File: src/rtl/dcrb_pkg.sv
// ----------------------------------------------------------------------------
// DMA channel register bank package
// Beat types, register offsets and bit masks shared by the register bank.
// ----------------------------------------------------------------------------
`timescale 1ns / 1ps

package dcrb_pkg;

   // number of transfer channels present (1 to 7)
   localparam int CHANNELS = 7;

   // channel index and register nibble widths, fixed by the offset field
   localparam int CH_W  = 3;
   localparam int REG_W = 4;

   localparam logic [CH_W:0]   CHAN_LIMIT   = (CH_W + 1)'(CHANNELS);
   localparam logic [6:0]      CHANNEL_SET  = 7'((1 << CHANNELS) - 1);
   localparam logic [CH_W-1:0] GLOBAL_INDEX = 3'd7;
   localparam logic [CH_W-1:0] LAST_CHANNEL = 3'd6;

   // register offsets within a window
   localparam logic [REG_W-1:0] REG_ADDR  = 4'h0;
   localparam logic [REG_W-1:0] REG_BLOCK = 4'h4;
   localparam logic [REG_W-1:0] REG_CTRL  = 4'h8;
   localparam logic [REG_W-1:0] REG_PRIO  = 4'h0;
   localparam logic [REG_W-1:0] REG_IRQ   = 4'h4;

   // access kinds
   localparam logic FUNC_READ  = 1'b0;
   localparam logic FUNC_WRITE = 1'b1;

   // bit masks
   localparam logic [31:0] CTRL_MASK  = 32'h7177_0703;
   localparam logic [31:0] IRQ_KEEP   = 32'hFF00_7FC0;
   localparam logic [31:0] IRQ_WRITE  = 32'h00FF_803F;
   localparam logic [31:0] IRQ_FLAGS  = 32'hFF00_0000;
   localparam logic [31:0] PRIO_RESET = 32'h0765_4321;
   localparam logic [31:0] UNMAPPED   = 32'hFFFF_FFFF;
   localparam int          CH6_START_BIT = 28;

   typedef struct packed {
      logic        func;
      logic [6:0]  offset;
      logic [31:0] write_data;
      logic [6:0]  pending_requests;
   } req_type;

   typedef struct packed {
      logic [31:0] read_data;
      logic [6:0]  start_channels;
      logic        master_update;
   } rsp_type;

endpackage

File: src/rtl/dma_channel_register_bank_core.sv
// A request beat waits in the input register and then in the response register
// before the response beat is valid.
// Throughput: one access per cycle while responses are taken; a stalled
// response holds the response register and a full input register.
// Reset: synchronous, active high; empties both stages, clears the channel
// registers and interrupt word, and loads the priority word with 0x07654321.
// ----------------------------------------------------------------------------
// DMA channel register bank
// Bus register bank of a seven-channel DMA controller with start requests.
// ----------------------------------------------------------------------------
`timescale 1ns / 1ps

module dma_channel_register_bank_core (
   input  logic             clock,
   input  logic             reset,
   input  logic             req_valid,
   output logic             req_ready,
   input  dcrb_pkg::req_type req_payload,
   output logic             rsp_valid,
   input  logic             rsp_ready,
   output dcrb_pkg::rsp_type rsp_payload
);
   import dcrb_pkg::*;

   // pipeline registers
   logic    s1_valid_ff;
   req_type s1_ff;
   logic    rsp_valid_ff;
   rsp_type rsp_ff;
   rsp_type rsp_in;

   // register bank state
   logic [23:0] chan_addr_ff  [CHANNELS];
   logic [31:0] chan_block_ff [CHANNELS];
   logic [31:0] chan_ctrl_ff  [CHANNELS];
   logic [31:0] prio_ff;
   logic [31:0] irq_ff;
   logic [31:0] irq_in;

   logic             advance;
   logic             fire;
   logic [CH_W-1:0]  ch;
   logic [REG_W-1:0] reg_sel;
   logic             is_write;
   logic             chan_hit;
   logic             global_hit;
   logic [6:0]       req_bits;
   logic [31:0]      wdata;

   // advance both stages when the response slot is free or being taken
   assign advance   = !rsp_valid_ff || rsp_ready;
   assign req_ready = !s1_valid_ff || advance;
   assign fire      = s1_valid_ff && advance;

   // decode the held access
   assign ch         = s1_ff.offset[6:4];
   assign reg_sel    = s1_ff.offset[3:0];
   assign is_write   = (s1_ff.func == FUNC_WRITE);
   assign chan_hit   = ({1'b0, ch} < CHAN_LIMIT) && (ch != GLOBAL_INDEX);
   assign global_hit = (ch == GLOBAL_INDEX);
   assign req_bits   = s1_ff.pending_requests & CHANNEL_SET;
   assign wdata      = s1_ff.write_data;

   assign irq_in = ((irq_ff & IRQ_KEEP) | (wdata & IRQ_WRITE)) & ~(wdata & IRQ_FLAGS);

   // build the response beat
   always_comb begin
      rsp_in.read_data      = UNMAPPED;
      rsp_in.start_channels = '0;
      rsp_in.master_update  = 1'b0;
      if (chan_hit) begin
         if (is_write) begin
            if (reg_sel == REG_CTRL) begin
               if (ch == LAST_CHANNEL && wdata[CH6_START_BIT]) begin
                  rsp_in.start_channels[LAST_CHANNEL] = 1'b1;
               end
               if (req_bits[ch]) begin
                  rsp_in.start_channels[ch] = 1'b1;
               end
            end
         end else begin
            unique case (reg_sel)
               REG_ADDR:  rsp_in.read_data = {8'h00, chan_addr_ff[ch]};
               REG_BLOCK: rsp_in.read_data = chan_block_ff[ch];
               REG_CTRL:  rsp_in.read_data = chan_ctrl_ff[ch];
               default:   rsp_in.read_data = UNMAPPED;
            endcase
         end
      end else if (global_hit) begin
         if (is_write) begin
            if (reg_sel == REG_PRIO) begin
               rsp_in.start_channels = req_bits;
            end else if (reg_sel == REG_IRQ) begin
               rsp_in.master_update = 1'b1;
            end
         end else begin
            unique case (reg_sel)
               REG_PRIO: rsp_in.read_data = prio_ff;
               REG_IRQ:  rsp_in.read_data = irq_ff;
               default:  rsp_in.read_data = UNMAPPED;
            endcase
         end
      end
      if (is_write) begin
         rsp_in.read_data = '0;
      end
   end

   // update the bank when the access leaves the input register
   always_ff @(posedge clock) begin
      if (reset) begin
         for (int i = 0; i < CHANNELS; i++) begin
            chan_addr_ff[i]  <= '0;
            chan_block_ff[i] <= '0;
            chan_ctrl_ff[i]  <= '0;
         end
         prio_ff <= PRIO_RESET;
         irq_ff  <= '0;
      end else if (fire && is_write) begin
         if (chan_hit) begin
            unique case (reg_sel)
               REG_ADDR:  chan_addr_ff[ch]  <= wdata[23:0];
               REG_BLOCK: chan_block_ff[ch] <= wdata;
               REG_CTRL:  chan_ctrl_ff[ch]  <= (chan_ctrl_ff[ch] & ~CTRL_MASK)
                                              | (wdata & CTRL_MASK);
               default:   ;
            endcase
         end else if (global_hit) begin
            unique case (reg_sel)
               REG_PRIO: prio_ff <= wdata;
               REG_IRQ:  irq_ff  <= irq_in;
               default:  ;
            endcase
         end
      end
   end

   // advance the valid flags
   always_ff @(posedge clock) begin
      if (reset) begin
         s1_valid_ff  <= 1'b0;
         rsp_valid_ff <= 1'b0;
      end else begin
         if (req_ready) begin
            s1_valid_ff <= req_valid;
         end
         if (advance) begin
            rsp_valid_ff <= s1_valid_ff;
         end
      end
   end

   // hold the payloads
   always_ff @(posedge clock) begin
      if (req_valid && req_ready) begin
         s1_ff <= req_payload;
      end
      if (fire) begin
         rsp_ff <= rsp_in;
      end
   end

   assign rsp_valid   = rsp_valid_ff;
   assign rsp_payload = rsp_ff;

   // both stages empty after reset
   a_reset_empty: assert property (@(posedge clock)
      reset |=> (!s1_valid_ff && !rsp_valid_ff))
      else $error("pipeline not empty after reset");

   // a write beat always returns zero read data
   a_write_zero: assert property (@(posedge clock) disable iff (reset)
      (fire && is_write) |=> (rsp_payload.read_data == '0))
      else $error("write returned non-zero read data");

   // a read beat never starts a channel nor flags a master update
   a_read_quiet: assert property (@(posedge clock) disable iff (reset)
      (fire && !is_write) |=> (rsp_payload.start_channels == '0
                              && !rsp_payload.master_update))
      else $error("read raised a start or master update");

   // an interrupt word write starts nothing
   a_master_no_start: assert property (@(posedge clock) disable iff (reset)
      (rsp_valid && rsp_payload.master_update) |-> (rsp_payload.start_channels == '0))
      else $error("master update with channel start");

endmodule
File: config.mk
export PLATFORM = sky130hd
export DESIGN_NAME = dma_channel_register_bank_core
export DESIGN_NICKNAME = d
export VERILOG_FILES = /design/src/rtl/dcrb_pkg.sv /design/src/rtl/dma_channel_register_bank_core.sv
export SDC_FILE = /design/constraint.sdc
export NUM_CORES = 1
export LEC_CHECK = 0
export BUFFER_PORTS_ARGS = -buffer_cell sky130_fd_sc_hd__buf_2
export CORE_MARGIN = 2
export CORE_UTILIZATION = 35
export DETAILED_ROUTE_END_ITERATION = 12
export PLACE_DENSITY_LB_ADDON = 0.15
export REMOVE_ABC_BUFFERS = 1
export SLEW_MARGIN = 20
export SYNTH_ARGS = -nofsm -noshare
export SYNTH_HDL_FRONTEND = slang
export SYNTH_SLANG_ARGS = --single-unit
File: constraint.sdc
create_clock -name clock -period 3 [get_ports clock]
set_clock_uncertainty 0.05 [all_clocks]
set_input_delay 0.3 -clock clock [delete_from_list [all_inputs] [get_ports clock]]
set_output_delay 0.3 -clock clock [all_outputs]
set_load 0.05 [all_outputs]
Word-level counts from Yosys, hierarchy flattened
Memory sizes are Yosys's and may differ from the RTL's. A register that Yosys moved wholly into a read port is not among the register bits.
Index checks and enable logic that the tools add are counted.
W data, S select, Z words.
{"block": "totals", "reg_bits": 153, "latch_bits": 0, "mem_bits_rw": 616, "romBits": 0, "input_bits": 51, "output_inout_bits": 42, "elab_cells": 96, "memories": 3}
{"block": "op_classes", "addsub": 0, "multipliers": 0, "n_div": 0, "order_cmp": 3, "n_eq_ne": 5, "shift": 0, "n_mux": 49, "n_bitwise": 8, "reduce_logical": 17}
{"memory": "chan_block_ff", "words": 7, "width": 32, "rd": 1, "rd_ports_with_merged_regs": 1, "wr": 7, "line_no": "dma_channel_register_bank_core.sv:34", "text": "logic [31:0] chan_block_ff [CHANNELS];"}
{"memory": "chan_ctrl_ff", "words": 7, "width": 32, "rd": 1, "rd_ports_with_merged_regs": 1, "wr": 7, "line_no": "dma_channel_register_bank_core.sv:35", "text": "logic [31:0] chan_ctrl_ff [CHANNELS];"}
{"memory": "chan_addr_ff", "words": 7, "width": 24, "rd": 1, "rd_ports_with_merged_regs": 1, "wr": 7, "line_no": "dma_channel_register_bank_core.sv:33", "text": "logic [23:0] chan_addr_ff [CHANNELS];"}
{"operator": "$mux W32", "n": 4}
{"operator": "$pmux W32 S3", "n": 1}
{"operator": "$pmux W32 S2", "n": 1}
{"operator": "$reduce_or A32 Y1", "n": 2}
{"operator": "$mux W40", "n": 1}
{"operator": "$mux W39", "n": 1}
{"operator": "$and A32 B32 Y32", "n": 1}
{"operator": "$not A32 Y32", "n": 1}
{"operator": "$or A32 B24 Y32", "n": 1}
{"operator": "$or A32 B31 Y32", "n": 1}
{"operator": "$mux W7", "n": 4}
{"operator": "$mux W1", "n": 27}
{"operator": "$mux W24", "n": 1}
{"operator": "$reduce_or A24 Y1", "n": 1}
{"operator": "$mux W3", "n": 6}
{"operator": "$mux W8", "n": 1}
{"operator": "$reduce_and A4 Y1", "n": 2}
{"operator": "$or A7 B7 Y7", "n": 1}
{"operator": "$eq A3 B3 Y1 const B", "n": 2}
{"operator": "$logic_and A1 B1 Y1", "n": 6}
{"operator": "$eq A4 B3 Y1 const B", "n": 1}
{"operator": "$eq A4 B4 Y1 const B", "n": 1}
{"operator": "$logic_not A4 Y1", "n": 1}
{"operator": "$lt A3 B4 Y1 const B", "n": 1}
{"operator": "other kinds (9)", "n": 13}

Longest topological paths before layout
{"block": "depth", "depth_word": 11, "depth_mapped": 10, "ltp_nobuf": 6}

Worst setup path before layout
Ideal clock, no wire load.
{"block": "synth_timing", "path_kind": "register to register", "from": "reg rsp_valid_ff (netlist: rsp_valid)", "to": "mem chan_block_ff[0][0] (enable)", "setup_time_ns": 0.388, "arrival_ns": 3.015, "required_time_ns": 2.562, "path_slack_ns": -0.452, "stages_incl_launch_ff": 7, "n_path_buf": 0, "synth_period_minus_slack_ns": 3.452, "path_cell_list": "dfxtp_1 -> nor2b_1 -> nand2b_1 -> inv_1 -> nand3_1 -> nor2_1 -> a21o_1"}
{"element": "from (decl)", "line_no": "dma_channel_register_bank_core.sv:28", "text": "logic rsp_valid_ff;"}
{"element": "from (signal assigned)", "line_no": "dma_channel_register_bank_core.sv:148", "text": "rsp_valid_ff <= s1_valid_ff;"}
{"element": "to (decl)", "line_no": "dma_channel_register_bank_core.sv:34"}

Worst setup path after layout
{"block": "layout_timing", "from": "reg s1_ff (netlist bit reg_sel[3])", "to": "reg rsp_ff (netlist bit rsp_payload[10]), data pin"}
{"block": "layout_between", "elab_chain_cells": 5, "word_cells_on_any_way": 9, "classes_between": "eq/ne: 2; mux: 6; reduce/logical: 1"}
{"element": "from (decl)", "line_no": "dma_channel_register_bank_core.sv:27", "text": "req_type s1_ff;"}
{"element": "from (signal assigned)", "line_no": "dma_channel_register_bank_core.sv:156", "text": "s1_ff <= req_payload;"}
{"element": "$eq A4 B3 Y1 or $logic_not A4 Y1 (tied branches)", "line_no": "dma_channel_register_bank_core.sv:82, dma_channel_register_bank_core.sv:97"}
{"element": "$pmux W32 S2", "line_no": "dma_channel_register_bank_core.sv:97", "text": "unique case (reg_sel)"}
{"element": "$mux W32", "line_no": "dma_channel_register_bank_core.sv:90", "text": "if (is_write) begin"}
{"element": "$mux W40", "line_no": "dma_channel_register_bank_core.sv:89", "text": "end else if (global_hit) begin"}
{"element": "$mux W39 (*)", "line_no": "dma_channel_register_bank_core.sv:71", "text": "if (chan_hit) begin"}
{"element": "to (signal assigned)", "line_no": "dma_channel_register_bank_core.sv:159", "text": "rsp_ff <= rsp_in;"}
{"element": "to (decl)", "line_no": "dma_channel_register_bank_core.sv:29", "text": "rsp_type rsp_ff;"}
Mark *: on every way between the ends. The rest lies on a longest branch, timed or not.
A chain may end at the register's enable or synchronous reset.

==> results.md <==
- H-tree depth: 3
- Netlist Area Pre-Place: around 36000 µm²
- Setup-failing EPs final: 0
- Vias in the first global route: ~24000
- Main area contributors after synthesis: edfxtp_1 59%, mux4_2 9.1%, dfxtp_1 8.2%, mux2i_1 4.6%, nor2_1 4.5%
- Yosys cell types: 47
- Initial antenna violation count: 1
- Multi-input gate area: roughly 11000 µm²
- Switching share of total power: between 20% and 30%
- R2R depth: 5
- DP Worst Slack: 0.257 ns
- Slew Limit Fails: 0
- First-pass GRT wire length: approximately 170 mm
- Largest area contributor in the netlist: edfxtp_1
- Avg WL per Cell: ~27 µm
- Final min period: approximately 2.8 ns
- Clk pwr share: a little over two fifths
- Number of vias per cell: around 5.4
- Reg-to-Reg End: rsp_payload[10]
- Clock Latency Late Sink: roughly 0.67 ns
- DRT antenna net count: 0
- Crit path capture: rsp_payload[10]
- Leak: between 0.015 and 0.02 µW
- Warnings from Yosys: 0
- Seq/Total Area, Yosys: 66.9%
- Die ar.: 105000 µm²
- Overflow after GRT: 0
- Asr flop ratio synth: 0%
- Worst hold start: reset
- Slew margin rel.: 35.2%
- Sinks on Clock Net: about 850
- Crit share post-route: 92.4%
- Layout cells sized above 1: around 20%
- Gpl congestion: between 0.7 and 0.8
- R2R Path Start: reg_sel[3]
- # rows: ~120
- Setup CP Type: reg -> reg
- Crit path required time: about 3.3 ns
- Worst min path class: in -> reg
- Synth Flop Type: edfxtp_1
- HPWL Detailed: between 60 and 70 mm
- Starting Density: 35.3%
- Gate Count Post-Synth: approximately 2600
- CP Capture Type: flop
- Status: finished clean
- Nets@finish: 2855
- CP max FO: 11
- Pwr Density: 627 nW/µm²
- Die Width: approximately 320 µm
- Core Area: roughly 100000 µm²
- Clock root buffer: clkbuf_16
- Hold_buf cts: 50
- P&R area growth vs syn: 18.9%
- Mean Syn Cell Area: 14.1 µm²
- Clock buffer depth: 3
- Post-synth EDFFs: 703
- Max_cap viols: 0
- Clock transition at path regs: ~0.060 ns
- CTS-repair resized insts: 0
- Most frequent cells in the layout: 703 x edfxtp_1, 431 x nor2_1, 178 x nand2_1
- Int Pwr: between 20000 and 25000 µW
- Reg power frac: 49.8%
- Share of the synthesized area in the top cell type: 58.7%
- DRT Pass-1 Iters: 7
- Setup WS post-layout: approximately 0.23 ns
- CTS tree: done
- Max VDD drop: between 0.3 and 0.4 mV
- Die Y-Extent: approximately 320 µm
- CP Launch Type: flop
- Worst Setup SP: reg_sel[3]
- Largest net degree at the start of global routing: approximately 130
- DRC: 0
- Most common cell after layout, fill and taps aside: edfxtp_1
- Psw: roughly 6300 µW
- Logic pwr share: under 10%
- DRT iter0 DRCs: 2099
- RSZ-0062 raised after global routing: false
- Synthesis-stage register bit count: ~850
- Final Hold Vio Count: 0
- Filler cells: between 9000 and 10000
- Setup TNS: 0 ns
- Post-CTS Setup Bufs: 0
- Num CTS Buffers: 95
- Via count: ~23000
- # IOs: 93
- FMAX: about 360 MHz
- Worst EP arrival: 3.10 ns
- Reg2reg setup slack: ~0.23 ns
- Total GRT Usage: 21.7%
- Worst Tran Pin Value: roughly 0.97 ns
- Register Area: approximately 24000 µm²
- I/O Buffers: 92
- DRT Wirelength: ~110 mm
==> worst min path at each step <==
| stage | to | slack [ns] | cells after the start |
|---|---|---|---|
| finish | chan_block_ff[6][25] | 0.11 | 3 |
| global route | chan_block_ff[6][25] | 0.18 | 3 |
| CTS | chan_block_ff[6][25] | 0.17 | 3 |
| detailed placement | irq_ff[30] | 0.39 | 2 |
| global placement | irq_ff[30] | 0.39 | 2 |
| floorplan | irq_ff[0] | 0.32 | 1 |
==> layer usage <==
metal | wire length (µm) | vias to the layer above | track usage [%]
met5 | 0 | - | 0
met1 | 48300 | 12000 | 29.3
li1 | - | 10000 | -
met4 | 2190 | 0 | 5.35
met3 | 7000 | 132 | 3.03
met2 | 56700 | 788 | 36.8
==> cell families (layout without fill, tap and decap cells) <==
kind of cell           count (synthesis)  count (layout)  synth area share (%)
and+or+nand+nor                      903             903                  11.6
DFF                                  851             851                  66.9
muxes                                316             316                  13.9
AOI/OAI and AO/OA                    245             245                  4.84
buffers and inverters                234             482                  2.77
other                                  1              91                0.0104
==> stage by stage <==
| step | utilization, % | hold slack, ns | total power (µW) | instance area (µm²) | std cells |
|---|---|---|---|---|---|
| 5_1_grt | 42.0 | 0.182 | 27700 | 42800 | 4253 |
| 3_5_place_dp | 38.5 | 0.391 | 15600 | 39200 | 4025 |
| 3_3_place_gp | 38.5 | 0.387 | 15600 | 39200 | 4025 |
| 4_1_cts | 42.0 | 0.166 | 27100 | 42800 | 4253 |
| 6_report | 42.0 | 0.110 | 26800 | 42800 | 4256 |
| 2_1_floorplan | - | 0.319 | 14700 | 35300 | 2415 |
==> power groups by stage <==
stage               clock (µW)  sequential [µW]  combinational [µW]
global placement             0            13600                2000
detailed placement           0            13600                2000
CTS                      11700            13400                2060
finish                   11400            13400                2050
global route             12100            13400                2150
floorplan                    0            13700                 996
==> registers in the layout, indices dropped and copies added (netlist names), named ones only <==
| signal | count |
|---|---|
| chan_block_ff | 256 |
| chan_ctrl_ff | 256 |
| chan_addr_ff | 192 |
| rsp_payload | 40 |
| prio_ff | 32 |
| wdata | 32 |
| irq_ff | 23 |
| req_bits | 7 |
| reg_sel | 4 |
| ch | 3 |
| is_write | 1 |
| rsp_valid | 1 |
| s1_valid_ff | 1 |
==> worst max-delay path, cell delays in order, from the launching register on <==
cell	delay (ns)
edfxtp_1	0.52
a211oi_1	0.29
nand2_1	0.58
buf_4	0.45
a311oi_1	0.42
a221oi_1	0.16
==> area by class of cell <==
type,instances,area share [%]
repair buffers,292,6.01
flip-flops and latches,851,56.3
inverters,12,0.105
clock inverters,37,0.725
clock buffers,141,6.39
multi-input cells,1552,26.4
diodes,3,0.0176
well taps,1368,4.00
==> cells in the mapped netlist (16+ instances only) <==
cell type    n
a22oi_1     39
a211oi_1    37
and2_1      68
a21oi_1     67
clkbuf_1   161
mux4_2     146
nand2_1    181
nand3b_1    16
edfxtp_1   703
and3_1     152
a21o_1      18
dfxtp_1    148
a221oi_1    44
buf_2       44
nor2_1     431
mux2i_1    164
(Power assumes the default switching activity.)
